[src/current_spike_homing_controller_top_defines.svh]
// ---------------------------------------------------------------------------
// Assertion macros for the current-spike homing controller
// Shared concurrent assertion forms, all clocked by clk.
// ---------------------------------------------------------------------------
`ifndef CURRENT_SPIKE_HOMING_CONTROLLER_TOP_DEFINES_SVH
`define CURRENT_SPIKE_HOMING_CONTROLLER_TOP_DEFINES_SVH

// Checked only outside reset.
`define CSHC_ASSERT(lbl, prop, msg) \
  lbl: assert property (@(posedge clk) disable iff (rst) prop) else $error(msg);

// Checked at every edge, reset included.
`define CSHC_ASSERT_ALWAYS(lbl, prop, msg) \
  lbl: assert property (@(posedge clk) prop) else $error(msg);

`endif

[src/cshc_pkg.sv]
// ---------------------------------------------------------------------------
// cshc_pkg
// Types, constants and helpers shared by the homing controller modules.
// ---------------------------------------------------------------------------
`timescale 1ns / 1ps

package cshc_pkg;

  localparam int unsigned CfgIdxW = 3;
  localparam int unsigned CfgDataW = 18;

  localparam logic [CfgIdxW-1:0] RegSingleLimit = 3'd0;
  localparam logic [CfgIdxW-1:0] RegIgnoreCount = 3'd1;
  localparam logic [CfgIdxW-1:0] RegHomeVelocity = 3'd2;
  localparam logic [CfgIdxW-1:0] RegCurThreshold = 3'd3;
  localparam logic [CfgIdxW-1:0] RegUnmonVelocity = 3'd4;
  localparam logic [CfgIdxW-1:0] RegUnmonExtra = 3'd5;

  localparam logic [9:0] SkipMax = 10'd1023;

  localparam logic FuncFeedback = 1'b0;
  localparam logic FuncSwitch = 1'b1;

  localparam logic ModeVelocity = 1'b0;
  localparam logic ModePosition = 1'b1;

  typedef struct packed {
    logic               single_limit_mode;
    logic [7:0]         ignore_count;
    logic signed [17:0] home_velocity;
    logic [15:0]        current_threshold;
    logic signed [17:0] unmonitored_velocity;
    logic [7:0]         unmonitored_extra;
  } cfg_t;

  typedef struct packed {
    logic               func;
    logic signed [31:0] position;
    logic signed [15:0] drive_current;
    logic               home_switch;
    logic               safe_start;
  } item_t;

  typedef struct packed {
    logic               cmd_valid;
    logic               cmd_mode;
    logic signed [31:0] setpoint;
    logic               is_homing;
    logic               is_ready;
    logic signed [31:0] home_position;
  } result_t;

  // Magnitude of a - b, exact in 33 bits.
  function automatic logic [32:0] abs_diff(input logic signed [31:0] a,
                                           input logic signed [31:0] b);
    logic signed [32:0] d;
    d = 33'(a) - 33'(b);
    abs_diff = d[32] ? 33'(-d) : 33'(d);
  endfunction

  function automatic logic [36:0] times_ten(input logic [32:0] x);
    times_ten = {1'b0, x, 3'b000} + {3'b000, x, 1'b0};
  endfunction

  function automatic logic signed [31:0] sext18(input logic signed [17:0] v);
    sext18 = {{14{v[17]}}, v};
  endfunction

endpackage

[src/cshc_cfg.sv]
// ---------------------------------------------------------------------------
// cshc_cfg
// Configuration register file, written through a plain write port.
// ---------------------------------------------------------------------------
`timescale 1ns / 1ps

module cshc_cfg (
  input  logic                          clk,
  input  logic                          rst,
  input  logic                          cfg_we,
  input  logic [cshc_pkg::CfgIdxW-1:0]  cfg_index,
  input  logic [cshc_pkg::CfgDataW-1:0] cfg_data,
  output cshc_pkg::cfg_t                cfg
);

  always_ff @(posedge clk) begin
    if (rst) begin
      cfg.single_limit_mode    <= 1'b0;
      cfg.ignore_count         <= 8'd5;
      cfg.home_velocity        <= 18'sd1000;
      cfg.current_threshold    <= 16'd100;
      cfg.unmonitored_velocity <= 18'sd9000;
      cfg.unmonitored_extra    <= 8'd75;
    end else if (cfg_we) begin
      case (cfg_index)
        cshc_pkg::RegSingleLimit:   cfg.single_limit_mode    <= cfg_data[0];
        cshc_pkg::RegIgnoreCount:   cfg.ignore_count         <= cfg_data[7:0];
        cshc_pkg::RegHomeVelocity:  cfg.home_velocity        <= cfg_data;
        cshc_pkg::RegCurThreshold:  cfg.current_threshold    <= cfg_data[15:0];
        cshc_pkg::RegUnmonVelocity: cfg.unmonitored_velocity <= cfg_data;
        cshc_pkg::RegUnmonExtra:    cfg.unmonitored_extra    <= cfg_data[7:0];
        default: ;
      endcase
    end
  end

endmodule

[src/cshc_core.sv]
// ---------------------------------------------------------------------------
// cshc_core
// Homing state and the per-item decision logic; state advances on fire.
// ---------------------------------------------------------------------------
`timescale 1ns / 1ps

module cshc_core (
  input  logic              clk,
  input  logic              rst,
  input  cshc_pkg::cfg_t    cfg,
  input  logic              fire,
  input  cshc_pkg::item_t   item,
  output cshc_pkg::result_t result
);

  logic               homing_flag, homing_flag_next;
  logic               ready_flag, ready_flag_next;
  logic               prev_switch, prev_switch_next;
  logic               unmonitored_flag, unmonitored_flag_next;
  logic [9:0]         skip_counter, skip_counter_next;
  logic signed [31:0] upper_limit, upper_limit_next;
  logic signed [31:0] lower_limit, lower_limit_next;
  logic signed [31:0] center_position, center_position_next;

  logic               near;
  logic [15:0]        cur_mag;
  logic               spike;
  logic [9:0]         cnt_inc;
  logic [8:0]         unmon_target;
  logic signed [32:0] mid_sum;
  logic signed [32:0] mid_adj;
  logic signed [31:0] hvel_ext;

  // Within ten percent of either limit, measured against the center distance.
  assign near =
      (cshc_pkg::times_ten(cshc_pkg::abs_diff(item.position, upper_limit)) <
       {4'b0000, cshc_pkg::abs_diff(center_position, upper_limit)}) ||
      (cshc_pkg::times_ten(cshc_pkg::abs_diff(item.position, lower_limit)) <
       {4'b0000, cshc_pkg::abs_diff(center_position, lower_limit)});

  assign cur_mag = item.drive_current[15] ? 16'(-item.drive_current)
                                          : 16'(item.drive_current);
  assign spike = cur_mag > cfg.current_threshold;
  assign cnt_inc = (skip_counter != cshc_pkg::SkipMax) ? skip_counter + 10'd1 : skip_counter;
  assign unmon_target = {1'b0, cfg.ignore_count} + {1'b0, cfg.unmonitored_extra};
  assign hvel_ext = cshc_pkg::sext18(cfg.home_velocity);

  // Midpoint rounded toward zero: bias negative sums by one before the shift.
  assign mid_sum = 33'(upper_limit) + 33'(item.position);
  assign mid_adj = mid_sum + {32'd0, mid_sum[32]};

  always_comb begin
    homing_flag_next      = homing_flag;
    ready_flag_next       = ready_flag;
    prev_switch_next      = prev_switch;
    unmonitored_flag_next = unmonitored_flag;
    skip_counter_next     = skip_counter;
    upper_limit_next      = upper_limit;
    lower_limit_next      = lower_limit;
    center_position_next  = center_position;
    result.cmd_valid      = 1'b0;
    result.cmd_mode       = cshc_pkg::ModeVelocity;
    result.setpoint       = 32'sd0;

    if (item.func == cshc_pkg::FuncSwitch) begin
      if (item.home_switch && !prev_switch) begin
        homing_flag_next = 1'b1;
        upper_limit_next = 32'sd0;
        lower_limit_next = 32'sd0;
        result.cmd_valid = 1'b1;
        if (cfg.single_limit_mode && !item.safe_start) begin
          unmonitored_flag_next = 1'b1;
          result.setpoint = cshc_pkg::sext18(cfg.unmonitored_velocity);
        end else begin
          result.setpoint = hvel_ext;
        end
      end
      if (!item.home_switch) begin
        homing_flag_next = 1'b0;
        if (cfg.single_limit_mode) begin
          result.cmd_valid = 1'b1;
        end
      end
      prev_switch_next = item.home_switch;
    end else begin
      if (upper_limit != 32'sd0 && lower_limit != 32'sd0 && !near) begin
        ready_flag_next = 1'b1;
      end
      if (homing_flag) begin
        ready_flag_next = 1'b0;
        skip_counter_next = cnt_inc;
        if (cnt_inc >= {2'b00, cfg.ignore_count}) begin
          if (cfg.single_limit_mode && unmonitored_flag) begin
            if (cnt_inc == {1'b0, unmon_target}) begin
              result.cmd_valid      = 1'b1;
              result.setpoint       = hvel_ext;
              skip_counter_next     = 10'd0;
              unmonitored_flag_next = 1'b0;
            end
          end else if (spike && upper_limit == 32'sd0) begin
            // First hard stop: reverse, or finish in single-limit mode.
            result.cmd_valid = 1'b1;
            result.setpoint  = 32'sd0 - hvel_ext;
            if (cfg.single_limit_mode) begin
              result.setpoint       = 32'sd0;
              lower_limit_next      = item.position;
              homing_flag_next      = 1'b0;
              unmonitored_flag_next = 1'b0;
            end
            upper_limit_next  = item.position;
            skip_counter_next = 10'd0;
          end else if (spike && lower_limit == 32'sd0) begin
            lower_limit_next     = item.position;
            center_position_next = mid_adj[32:1];
            result.cmd_valid     = 1'b1;
            result.cmd_mode      = cshc_pkg::ModePosition;
            result.setpoint      = mid_adj[32:1];
            homing_flag_next     = 1'b0;
          end
        end
      end else if (ready_flag && near) begin
        result.cmd_valid = 1'b1;
      end
    end

    result.is_homing     = homing_flag_next;
    result.is_ready      = ready_flag_next;
    result.home_position = center_position_next;
  end

  always_ff @(posedge clk) begin
    if (rst) begin
      homing_flag      <= 1'b0;
      ready_flag       <= 1'b0;
      prev_switch      <= 1'b0;
      unmonitored_flag <= 1'b0;
      skip_counter     <= 10'd0;
      upper_limit      <= 32'sd0;
      lower_limit      <= 32'sd0;
      center_position  <= 32'sd0;
    end else if (fire) begin
      homing_flag      <= homing_flag_next;
      ready_flag       <= ready_flag_next;
      prev_switch      <= prev_switch_next;
      unmonitored_flag <= unmonitored_flag_next;
      skip_counter     <= skip_counter_next;
      upper_limit      <= upper_limit_next;
      lower_limit      <= lower_limit_next;
      center_position  <= center_position_next;
    end
  end

endmodule

[src/current_spike_homing_controller_top.sv]
// ---------------------------------------------------------------------------
// current_spike_homing_controller_top
// Path: an accepted item is held in the input register, then its result is
//   captured in the result register; a stalled output keeps it in the first.
// Throughput: one item per cycle unless the output stalls, set by the single pass through cshc_core.
// Reset: synchronous, active high; clears both stages, homing state and
//   restores the configuration register defaults.
// ---------------------------------------------------------------------------
`timescale 1ns / 1ps
`include "current_spike_homing_controller_top_defines.svh"

module current_spike_homing_controller_top (
  input  logic                          clk,
  input  logic                          rst,
  input  logic                          cfg_we,
  input  logic [cshc_pkg::CfgIdxW-1:0]  cfg_index,
  input  logic [cshc_pkg::CfgDataW-1:0] cfg_data,
  input  logic                          in_valid,
  output logic                          in_ready,
  input  logic                          func,
  input  logic signed [31:0]            position,
  input  logic signed [15:0]            drive_current,
  input  logic                          home_switch,
  input  logic                          safe_start,
  output logic                          out_valid,
  input  logic                          out_ready,
  output logic                          cmd_valid,
  output logic                          cmd_mode,
  output logic signed [31:0]            setpoint,
  output logic                          is_homing,
  output logic                          is_ready,
  output logic signed [31:0]            home_position
);

  cshc_pkg::cfg_t    cfg;
  cshc_pkg::item_t   s1_item;
  logic              s1_valid;
  logic              advance;
  cshc_pkg::result_t step_result;
  cshc_pkg::result_t out_result;

  cshc_cfg u_cfg (
    .clk       (clk),
    .rst       (rst),
    .cfg_we    (cfg_we),
    .cfg_index (cfg_index),
    .cfg_data  (cfg_data),
    .cfg       (cfg)
  );

  // An item moves on when the result register is empty or being drained.
  assign advance  = s1_valid && (!out_valid || out_ready);
  assign in_ready = !s1_valid || advance;

  always_ff @(posedge clk) begin
    if (rst) begin
      s1_valid <= 1'b0;
    end else if (in_ready) begin
      s1_valid <= in_valid;
    end
  end

  always_ff @(posedge clk) begin
    if (in_valid && in_ready) begin
      s1_item.func          <= func;
      s1_item.position      <= position;
      s1_item.drive_current <= drive_current;
      s1_item.home_switch   <= home_switch;
      s1_item.safe_start    <= safe_start;
    end
  end

  cshc_core u_core (
    .clk    (clk),
    .rst    (rst),
    .cfg    (cfg),
    .fire   (advance),
    .item   (s1_item),
    .result (step_result)
  );

  always_ff @(posedge clk) begin
    if (rst) begin
      out_valid <= 1'b0;
    end else if (advance) begin
      out_valid <= 1'b1;
    end else if (out_ready) begin
      out_valid <= 1'b0;
    end
  end

  always_ff @(posedge clk) begin
    if (advance) begin
      out_result <= step_result;
    end
  end

  assign cmd_valid     = out_result.cmd_valid;
  assign cmd_mode      = out_result.cmd_mode;
  assign setpoint      = out_result.setpoint;
  assign is_homing     = out_result.is_homing;
  assign is_ready      = out_result.is_ready;
  assign home_position = out_result.home_position;

  `CSHC_ASSERT(a_advance_fills_out, advance |=> out_valid, "processed item did not reach output")
  `CSHC_ASSERT(a_in_fills_stage, (in_valid && in_ready) |=> s1_valid, "accepted item was lost")
  `CSHC_ASSERT(a_move_cmd, (out_valid && cmd_mode) |-> (cmd_valid && !is_homing), "bad move")
  `CSHC_ASSERT_ALWAYS(a_reset_empty, rst |=> (!out_valid && !s1_valid), "not empty after reset")

endmodule
[config.mk]
export PLATFORM = sky130hd
export DESIGN_NAME = current_spike_homing_controller_top
export DESIGN_NICKNAME = d
export VERILOG_FILES = /design/src/cshc_pkg.sv /design/src/cshc_cfg.sv /design/src/cshc_core.sv /design/src/current_spike_homing_controller_top.sv
export VERILOG_INCLUDE_DIRS = /design/src /design/src/src
export SDC_FILE = /design/constraint.sdc
export NUM_CORES = 1
export LEC_CHECK = 0
export ABC_AREA = 1
export BUFFER_PORTS_ARGS = -buffer_cell sky130_fd_sc_hd__buf_2
export CORE_MARGIN = 4
export CORE_UTILIZATION = 25
export DETAILED_ROUTE_END_ITERATION = 8
export PLACE_DENSITY_LB_ADDON = 0.15
export SLEW_MARGIN = 0
export SYNTH_ARGS = -nofsm -noshare
export SYNTH_HDL_FRONTEND = slang
export SYNTH_SLANG_ARGS = --single-unit
[constraint.sdc]
create_clock -name clk -period 8.6 [get_ports clk]
set_input_delay 1.72 -clock clk [delete_from_list [all_inputs] [get_ports clk]]
set_output_delay 1.72 -clock clk [all_outputs]
set_load 0.05 [all_outputs]
After elaboration in Yosys (flattened, before gate mapping):

Cells that the tools add are included.

* bits in read-only memories: 0
* logic and storage cells: 177
* input port bits: 77
* output and inout port bits: 70
* flip-flop bits (word level): 300
* memory bits (writable): 0
* latch bits: 0
* memories kept: 0

* equal/unequal tests: 12
* divide/modulo/power cells: 0
* shift-type cells: 0
* add/subtract/negate cells: 16
* reduce and logical (&&, ||, !) cells: 42
* multiply operators: 0
* order comparisons: 4
* multiplexer cells: 73
* bitwise gates (word level): 3

Operators by type and width (count)
* $mux 32: 27
* $mux 33: 4
* $neg 33->33: 4
* $sub 32x32->33: 4
* $add 36x34->37: 2
* $lt 37x33->1: 2
* $mux 34: 2
* $logic_not 32->1: 2
* $reduce_bool 32->1: 2
* $mux 10: 5
* $mux 1: 34
* $add 32x32->33: 1
* $add 33x1->33: 1
* $sub 1x18->19 const A: 1
* $gt 16x16->1: 1
* $mux 16: 1
* $neg 16->16: 1
* $reduce_and 2->1: 7
* $add 10x1->10 const B: 1
* $eq 10x9->1: 1
* $ge 10x8->1: 1
* $logic_and 1x1->1: 10
* $ne 10x10->1 const B: 1
* $add 8x8->9: 1
* other kinds (17): 34

Logic depth before layout (Yosys ltp):

Gate-level depths: netlist of run 1.

* depth after elaboration: 11
* gate-level depth with buffers: 50
* depth with buffers taken out: 48

Modules after synthesis:

Synthesis of run 1 repeated with hierarchy kept, for this count alone.

* cell total of the unflattened synthesis: 5157
* area, all modules: 32905.3 um^2

Modules (own cells, without submodules)
* cshc_core: sequential area each 2202.1 um^2, times used 1, area an instance 26504.2 um^2, cells each 4638
* current_spike_homing_controller_top: sequential area each 3613.5 um^2, times used 1, area an instance 3664.8 um^2, cells each 131
* cshc_cfg: sequential area each 1381.3 um^2, times used 1, area an instance 2736.4 um^2, cells each 388

Worst setup path before layout of run 1:

Ideal clock, no wire load.

* path type: register to register
* start: reg s1_item[19] in the netlist's numbering
* end: reg out_result (netlist bit cmd_valid), data pin
* cell stages (with the launch flop): 47
* slack: 2301 ps
* required time: 8344 ps
* path buffers: 2
* arrival time: 6044 ps
* path through: edfxtp_1 -> inv_1 -> fa_1 -> inv_1 -> nand3_1 -> nand2_1 -> nand2_1 -> nand2_1 -> nand2_1 -> nand2_1 -> nand3_1 -> nand2_1 -> nand2_1 -> nand2_2 -> clkbuf_8 -> clkbuf_1 -> nand2_1 -> xor2_1 -> (+11 left out) -> nand3_1 -> nand2_1 -> nand2_1 -> nand2_2 -> xor2_1 -> ha_1 -> nand4_1 -> o221a_2 -> a21oi_1 -> nor2_1 -> nand2_1 -> nor2_1 -> nand2_1 -> nand2_1 -> nand2_1 -> nand2_1 -> nand2_1 -> nand2_1

RTL lines
* start: declaration: RTL line current_spike_homing_controller_top.sv:36 `cshc_pkg::item_t s1_item;`
* end signal: assignment: RTL line current_spike_homing_controller_top.sv:94 `out_result <= step_result;`
* end: declaration: RTL line current_spike_homing_controller_top.sv:40 `cshc_pkg::result_t out_result;`

==> results of run 1 <==
cell type report:
type | instances | area (um2)
diodes | 1 | 2.502
clock buffers | 58 | 1109
clock inverters | 13 | 132.6
fillers | 14480 | 91840
inverters | 749 | 2818
multi-input cells | 3835 | 21820
flip-flops and latches | 300 | 7197
well taps | 1729 | 2163
repair buffers | 172 | 925.9
logic make-up after synthesis:
kind of cell	count (synthesis)	share of synthesized area [%]
compound gates	909	15.72
xor+xnor	302	8.246
fa+ha+maj	334	13.10
buf+inv	851	10.32
flops	300	22.25
simple gates	2290	30.37
per-stage QoR:
stage          utilization [%]  cells  setup slack [ns]  total power, mW  hold slack (ns)
4_1_cts                  28.25   6856            0.7768            8.273           0.4548
3_5_place_dp             27.28   6785            0.7567            6.596           0.4390
6_report                 28.26   6857            0.7272            8.183           0.4544
5_1_grt                  28.25   6856           0.01661            8.996           0.4870
3_3_place_gp             27.28   6785            0.7652            6.609           0.4370
2_1_floorplan                -   4986             2.301            5.243           0.4236
registers in the layout (all words and copies together) (netlist names), 10 cells and up:
| name | count |
|---|---|
| setpoint | 32 |
| s1_item | 51 |
| u_core.lower_limit | 32 |
| home_position | 32 |
| u_core.skip_counter | 10 |
| u_cfg.cfg | 69 |
| u_core.upper_limit | 32 |
| u_core.center_position | 32 |
power breakdown:
part	total [mW]	switching, mW	leakage, nW	internal [mW]
Sequential	1.63	0.0780	2.62	1.55
Combinational	4.93	3.19	14.1	1.74
Clock	1.62	0.691	0.598	0.932
how the worst max path moves through the flow:
| stage | to | cells past startpoint |
|---|---|---|
| final | is_ready | 42 |
| after global routing | cmd_valid | 45 |
| after CTS | cmd_valid | 44 |
| after detailed placement | cmd_valid | 44 |
| after global placement | cmd_valid | 44 |
| after floorplan | cmd_valid | 46 |
metal layers:
layer	up-vias	track usage (%)
met4	4	5.267
met3	144	2.486
li1	16620	-
met5	-	0
met1	15110	25.75
met2	792	32.34
placed cells by master, fill, tap and decap left out, drive strengths merged, types with 2 or more instances in the layout:
cell type / count
o21bai: 14
ha: 326
inv: 747
xor2: 234
o2bb2ai: 2
a21oi: 400
o21a: 7
o22ai: 11
nand4: 86
clkinv: 13
or2: 10
o32ai: 6
o211ai: 28
buf: 172
o221a: 3
nand2b: 2
fa: 8
nor3b: 2
nand2: 1214
and3: 2
o31ai: 13
clkbuf: 58
o21ai: 341
o221ai: 14
a2111oi: 2
dfxtp: 181
a31oi: 15
o2111ai: 2
a221oi: 5
xnor2: 68
nor4: 35
nor2: 536
nand3b: 10
nand3: 299
edfxtp: 119
nor3: 89
a211oi: 11
a21boi: 13
and2: 3
a21o: 16
worst min-delay path, cell delays in order, from the launching register on:
cell and delay (ns):
dfxtp_1 0.33, nand2_1 0.05, nand3_1 0.05
repair_timing:
action / in CTS / in global routing
gates resized for setup: 0 / 1
hold buffers: 0 / 0
endpoints found under the setup margin: 0 / 2
setup buffers: 0 / 0
==> results.cfg, run 1 <==
[floorplan]
core_um2 = 128000
die-area_um2 = 135200
boundaryPins = 147
start_util_pct = 25.27
chipHeight_um = 367.7
rows = 131
die_width_um = 367.7

[route]
vias = 32660
wl_met3_mm = 6.904
drt_iter0_drc = 2281
wl_per_cell_um = 19.65
dr.pass1.iters = 5
wl_met1_mm = 62.05
highest_layer = met5
wl_mm = 134.8
ant_nets = 0
wl_met2_mm = 61.76
remaining_drc_errors = 0
routed_via_density = 4.763

[worst_setup_path]
reg2reg_to = is_ready
path_max_fanout = 15
setup.worst_path.start = s1_item[19]
ff2ff_setup_slack_ns = 0.73
cpMostUsedCell = nand2_1
path_buf_inv = 4
arrival_ns = 8.15
slowest_stage = fa_1
crit_path_end_kind = flip-flop
cp_slowest_stage_delay_ns = 0.51
worstSetupPathType = reg2reg
r2r.worst_path.cells = 42
crit_family = simple AND/OR/NAND/NOR gates
worst_ep_required_time_ns = 8.88
start_kind = flip-flop
crit-reg2reg-launch = s1_item[19]

[synth]
synth_most_common_cell = nand2_1
synthesis.area_um2 = 32350
syn_inst = 4986
synthDistinctLibCells = 75
synth_edf_count = 119
ys_top_cells_by_count = nand2_1, inv_1, nor2_1
synth.top_cell.area_share_pct = 13.62
yosys_register_bits = 300
synth_top_area_cell = nand2_1
ys_seq_area_share_pct = 22.25
synth_ff_type = dfxtp_1
yosys-top-cells-area = nand2_1, ha_1, dfxtp_1
ys_async_sr_fraction_pct = 0
avgSynthCellArea_um2 = 6.488
synth.net_count = 5397
yosys_warnings = 0

[placement]
place_area_um2 = 34930
numPortBuffers = 146
dp.final_hpwl_mm = 114.9
place.gp.congestion = 0.9539

[run_status]
status = finished, final reports clean

[run]
drv_cap = 0

[sta]
fmax_ghz = 0.1270
post-route-period-util_pct = 91.54
hold_violations = 0
setup_viol = 0
min_period_ns = 7.873
tightest_slew_ns = 1.303
slew_headroom_pct = 12.48
fin_skew_ns = 0.03501
rsz0062_at_grt = false
maxSlewViolCount = 0
finalSetupTns_ns = 0

[layout]
post-route-cell-area_um2 = 36170
syn_to_final_growth_pct = 11.81
layout-drive-gt1-share_pct = 7.061
layout.nets = 5508

[cts]
cts_sinks = 300
cts_htree_levels = 2
cts_made_buffers = 39
cts_root_buf = clkbuf_16
cts_tree = yes
worstSkewPairLatency_ns = 0.59
cts.path.max_buffers = 3
path_clk_slew_ns = 0.06

[global_route]
grt_antenna_before_repair = 13
gr-usage-all-layers_pct = 19.20
grt_pass1_wl_mm = 198.9
grt_overflow = 0
grt_pass1_vias = 31500
grt_max_degree = 65

[worst_hold_path]
holdPathStages = 2
min_to = u_cfg.cfg[13]
min_from = u_cfg.cfg[13]
hold_class = reg2reg

[power_and_ir_drop]
irDropWorstVdd_uv = 120.8
power_leakage_nw = 17.35
power_per_cell_area_nw_per_um2 = 226.2
(Power assumes the default switching activity.)
==> run 2, diff against run 1 <==
CORE_UTILIZATION = 35   (was 25)
==> run 2 against run 1 <==
Compared with the run above: final area decreased by 2.0%; wire length decreased by 7.3%; sequential power about the same; critical path type unchanged; largest power group unchanged; highest routed layer unchanged.
==> results.cfg, run 2 (synthesis results as in run 1) <==
[run_status]
status = finished, final reports clean

[worst_setup_path]
reg2reg_to = cmd_valid
arrival_ns = 7.84
path_max_fanout = 30
worstSetupPathType = reg2reg
ff2ff_setup_slack_ns = 1.10
slowest_stage = fa_1
cpMostUsedCell = nand2_1
r2r.worst_path.cells = 45
worst_ep_required_time_ns = 8.94
start_kind = flip-flop
cp_slowest_stage_delay_ns = 0.48
crit_path_end_kind = flip-flop
crit-reg2reg-launch = s1_item[19]

[run]
drv_cap = 0

[route]
wl_mm = 124.9
remaining_drc_errors = 0
drt_iter0_drc = 2483
dr.pass1.iters = 8
wl_per_cell_um = 19.80
vias = 32720
ant_nets = 0
routed_via_density = 5.187

[layout]
final_util_pct = 38.68
layout.nets = 5503
multiInputGateArea_um2 = 21820
syn_to_final_growth_pct = 9.592
ff_latch_area_um2 = 7197
reg_top3 = u_cfg.cfg (69), s1_item (51)
layout-drive-gt1-share_pct = 7.128
fillerInstances = 10080
largest_reg_flops = 69
final_common_cell = nand2_1
layout_common_cells = nand2_1, inv_1, nor2_1
fin_cells = 6308
regMostFlops = u_cfg.cfg

[sta]
finalHoldWorstSlack_ns = 0.4579
post-route-period-util_pct = 87.19
setup_viol = 0
fin_skew_ns = 0.04003
hold_violations = 0
slew_headroom_pct = 23.54
finalSetupTns_ns = 0
maxSlewViolCount = 0
min_period_ns = 7.498
rsz0062_at_grt = false
tightest_slew_ns = 1.146
fmax_ghz = 0.1334

[worst_hold_path]
hold_class = reg2reg
min_from = u_cfg.cfg[30]
min_to = u_cfg.cfg[30]
holdPathStages = 2

[cts]
cts_root_buf = clkbuf_16
cts_tree = yes
cts_htree_levels = 2
ctsResizeCount = 0
hold_buffers = 0
worstSkewPairLatency_ns = 0.59
cts_sinks = 300
path_clk_slew_ns = 0.06
postCtsSetupBuffers = 0
cts.path.max_buffers = 3
cts_made_buffers = 37

[global_route]
grt_max_degree = 76
gr-usage-all-layers_pct = 24.64
grt_pass1_wl_mm = 187.1
grt_antenna_before_repair = 4
grt_pass1_vias = 30560
grt_overflow = 0

[placement]
dp.final_hpwl_mm = 105.7
place.gp.congestion = 1.035
dp_cells = 6239
numPortBuffers = 146

[floorplan]
die-area_um2 = 97360
chipHeight_um = 312.0
rows = 111
core_um2 = 91660
die_width_um = 312.0
boundaryPins = 147
start_util_pct = 35.29

[power_and_ir_drop]
irDropWorstVdd_uv = 145.1
power_leakage_nw = 17.33
power_per_cell_area_nw_per_um2 = 228.1
run 2: worst max path at each step:
stage                start  cells past startpoint  slack [ns]   endpoint
5_1_grt        s1_item[19]                     46        0.23  cmd_valid
3_3_place_gp   s1_item[19]                     45        1.10  cmd_valid
4_1_cts        s1_item[19]                     45        1.16  cmd_valid
6_report       s1_item[19]                     45        1.10  cmd_valid
2_1_floorplan  s1_item[19]                     46        2.30  cmd_valid
3_5_place_dp   s1_item[19]                     45        1.14  cmd_valid
run 2: per-layer routing:
layer	wire, um	track usage (%)	part of all wire, %	vias up
li1	-	-	-	16620
met1	57360	33.47	46	15120
met2	58390	42.41	47	850
met3	6455	2.739	5.2	130
met4	2656	4.853	2.1	2
met5	20	0	0.016	-
run 2: per-stage QoR:
| step | setup WS, ns | area, um2 | power (mW) |
|---|---|---|---|
| 2_1_floorplan | 2.301 | 32350 | 5.243 |
| 3_3_place_gp | 1.103 | 34230 | 6.524 |
| 3_5_place_dp | 1.138 | 34230 | 6.509 |
| 4_1_cts | 1.161 | 35450 | 8.145 |
| 5_1_grt | 0.2325 | 35450 | 8.862 |
| 6_report | 1.102 | 35450 | 8.085 |
run 2: where the power goes:
group	leakage [nW]	total, mW	internal, mW	switching, mW
Sequential	2.62	1.62	1.55	0.0735
Combinational	14.1	4.87	1.74	3.14
Clock	0.595	1.59	0.885	0.702
Total	17.3	8.09	4.17	3.91
run 2: critical path: cells and delay by family (launching register included):
| kind | cells | cell delay, ns |
|---|---|---|
| simple gates | 27 | 2.61 |
| fa+ha+maj | 4 | 1.41 |
| xor+xnor | 2 | 0.30 |
| buf+inv | 4 | 0.69 |
| compound gates | 8 | 1.78 |
| flops | 1 | 0.46 |
run 2: area by class of cell:
type,count,share of cell area [%]
flip-flops and latches,300,20.30
clock buffers,47,2.859
clock inverters,21,0.5964
repair buffers,169,2.548
well taps,1186,4.186
multi-input cells,3835,61.56
diodes,1,0.007058
inverters,749,7.948
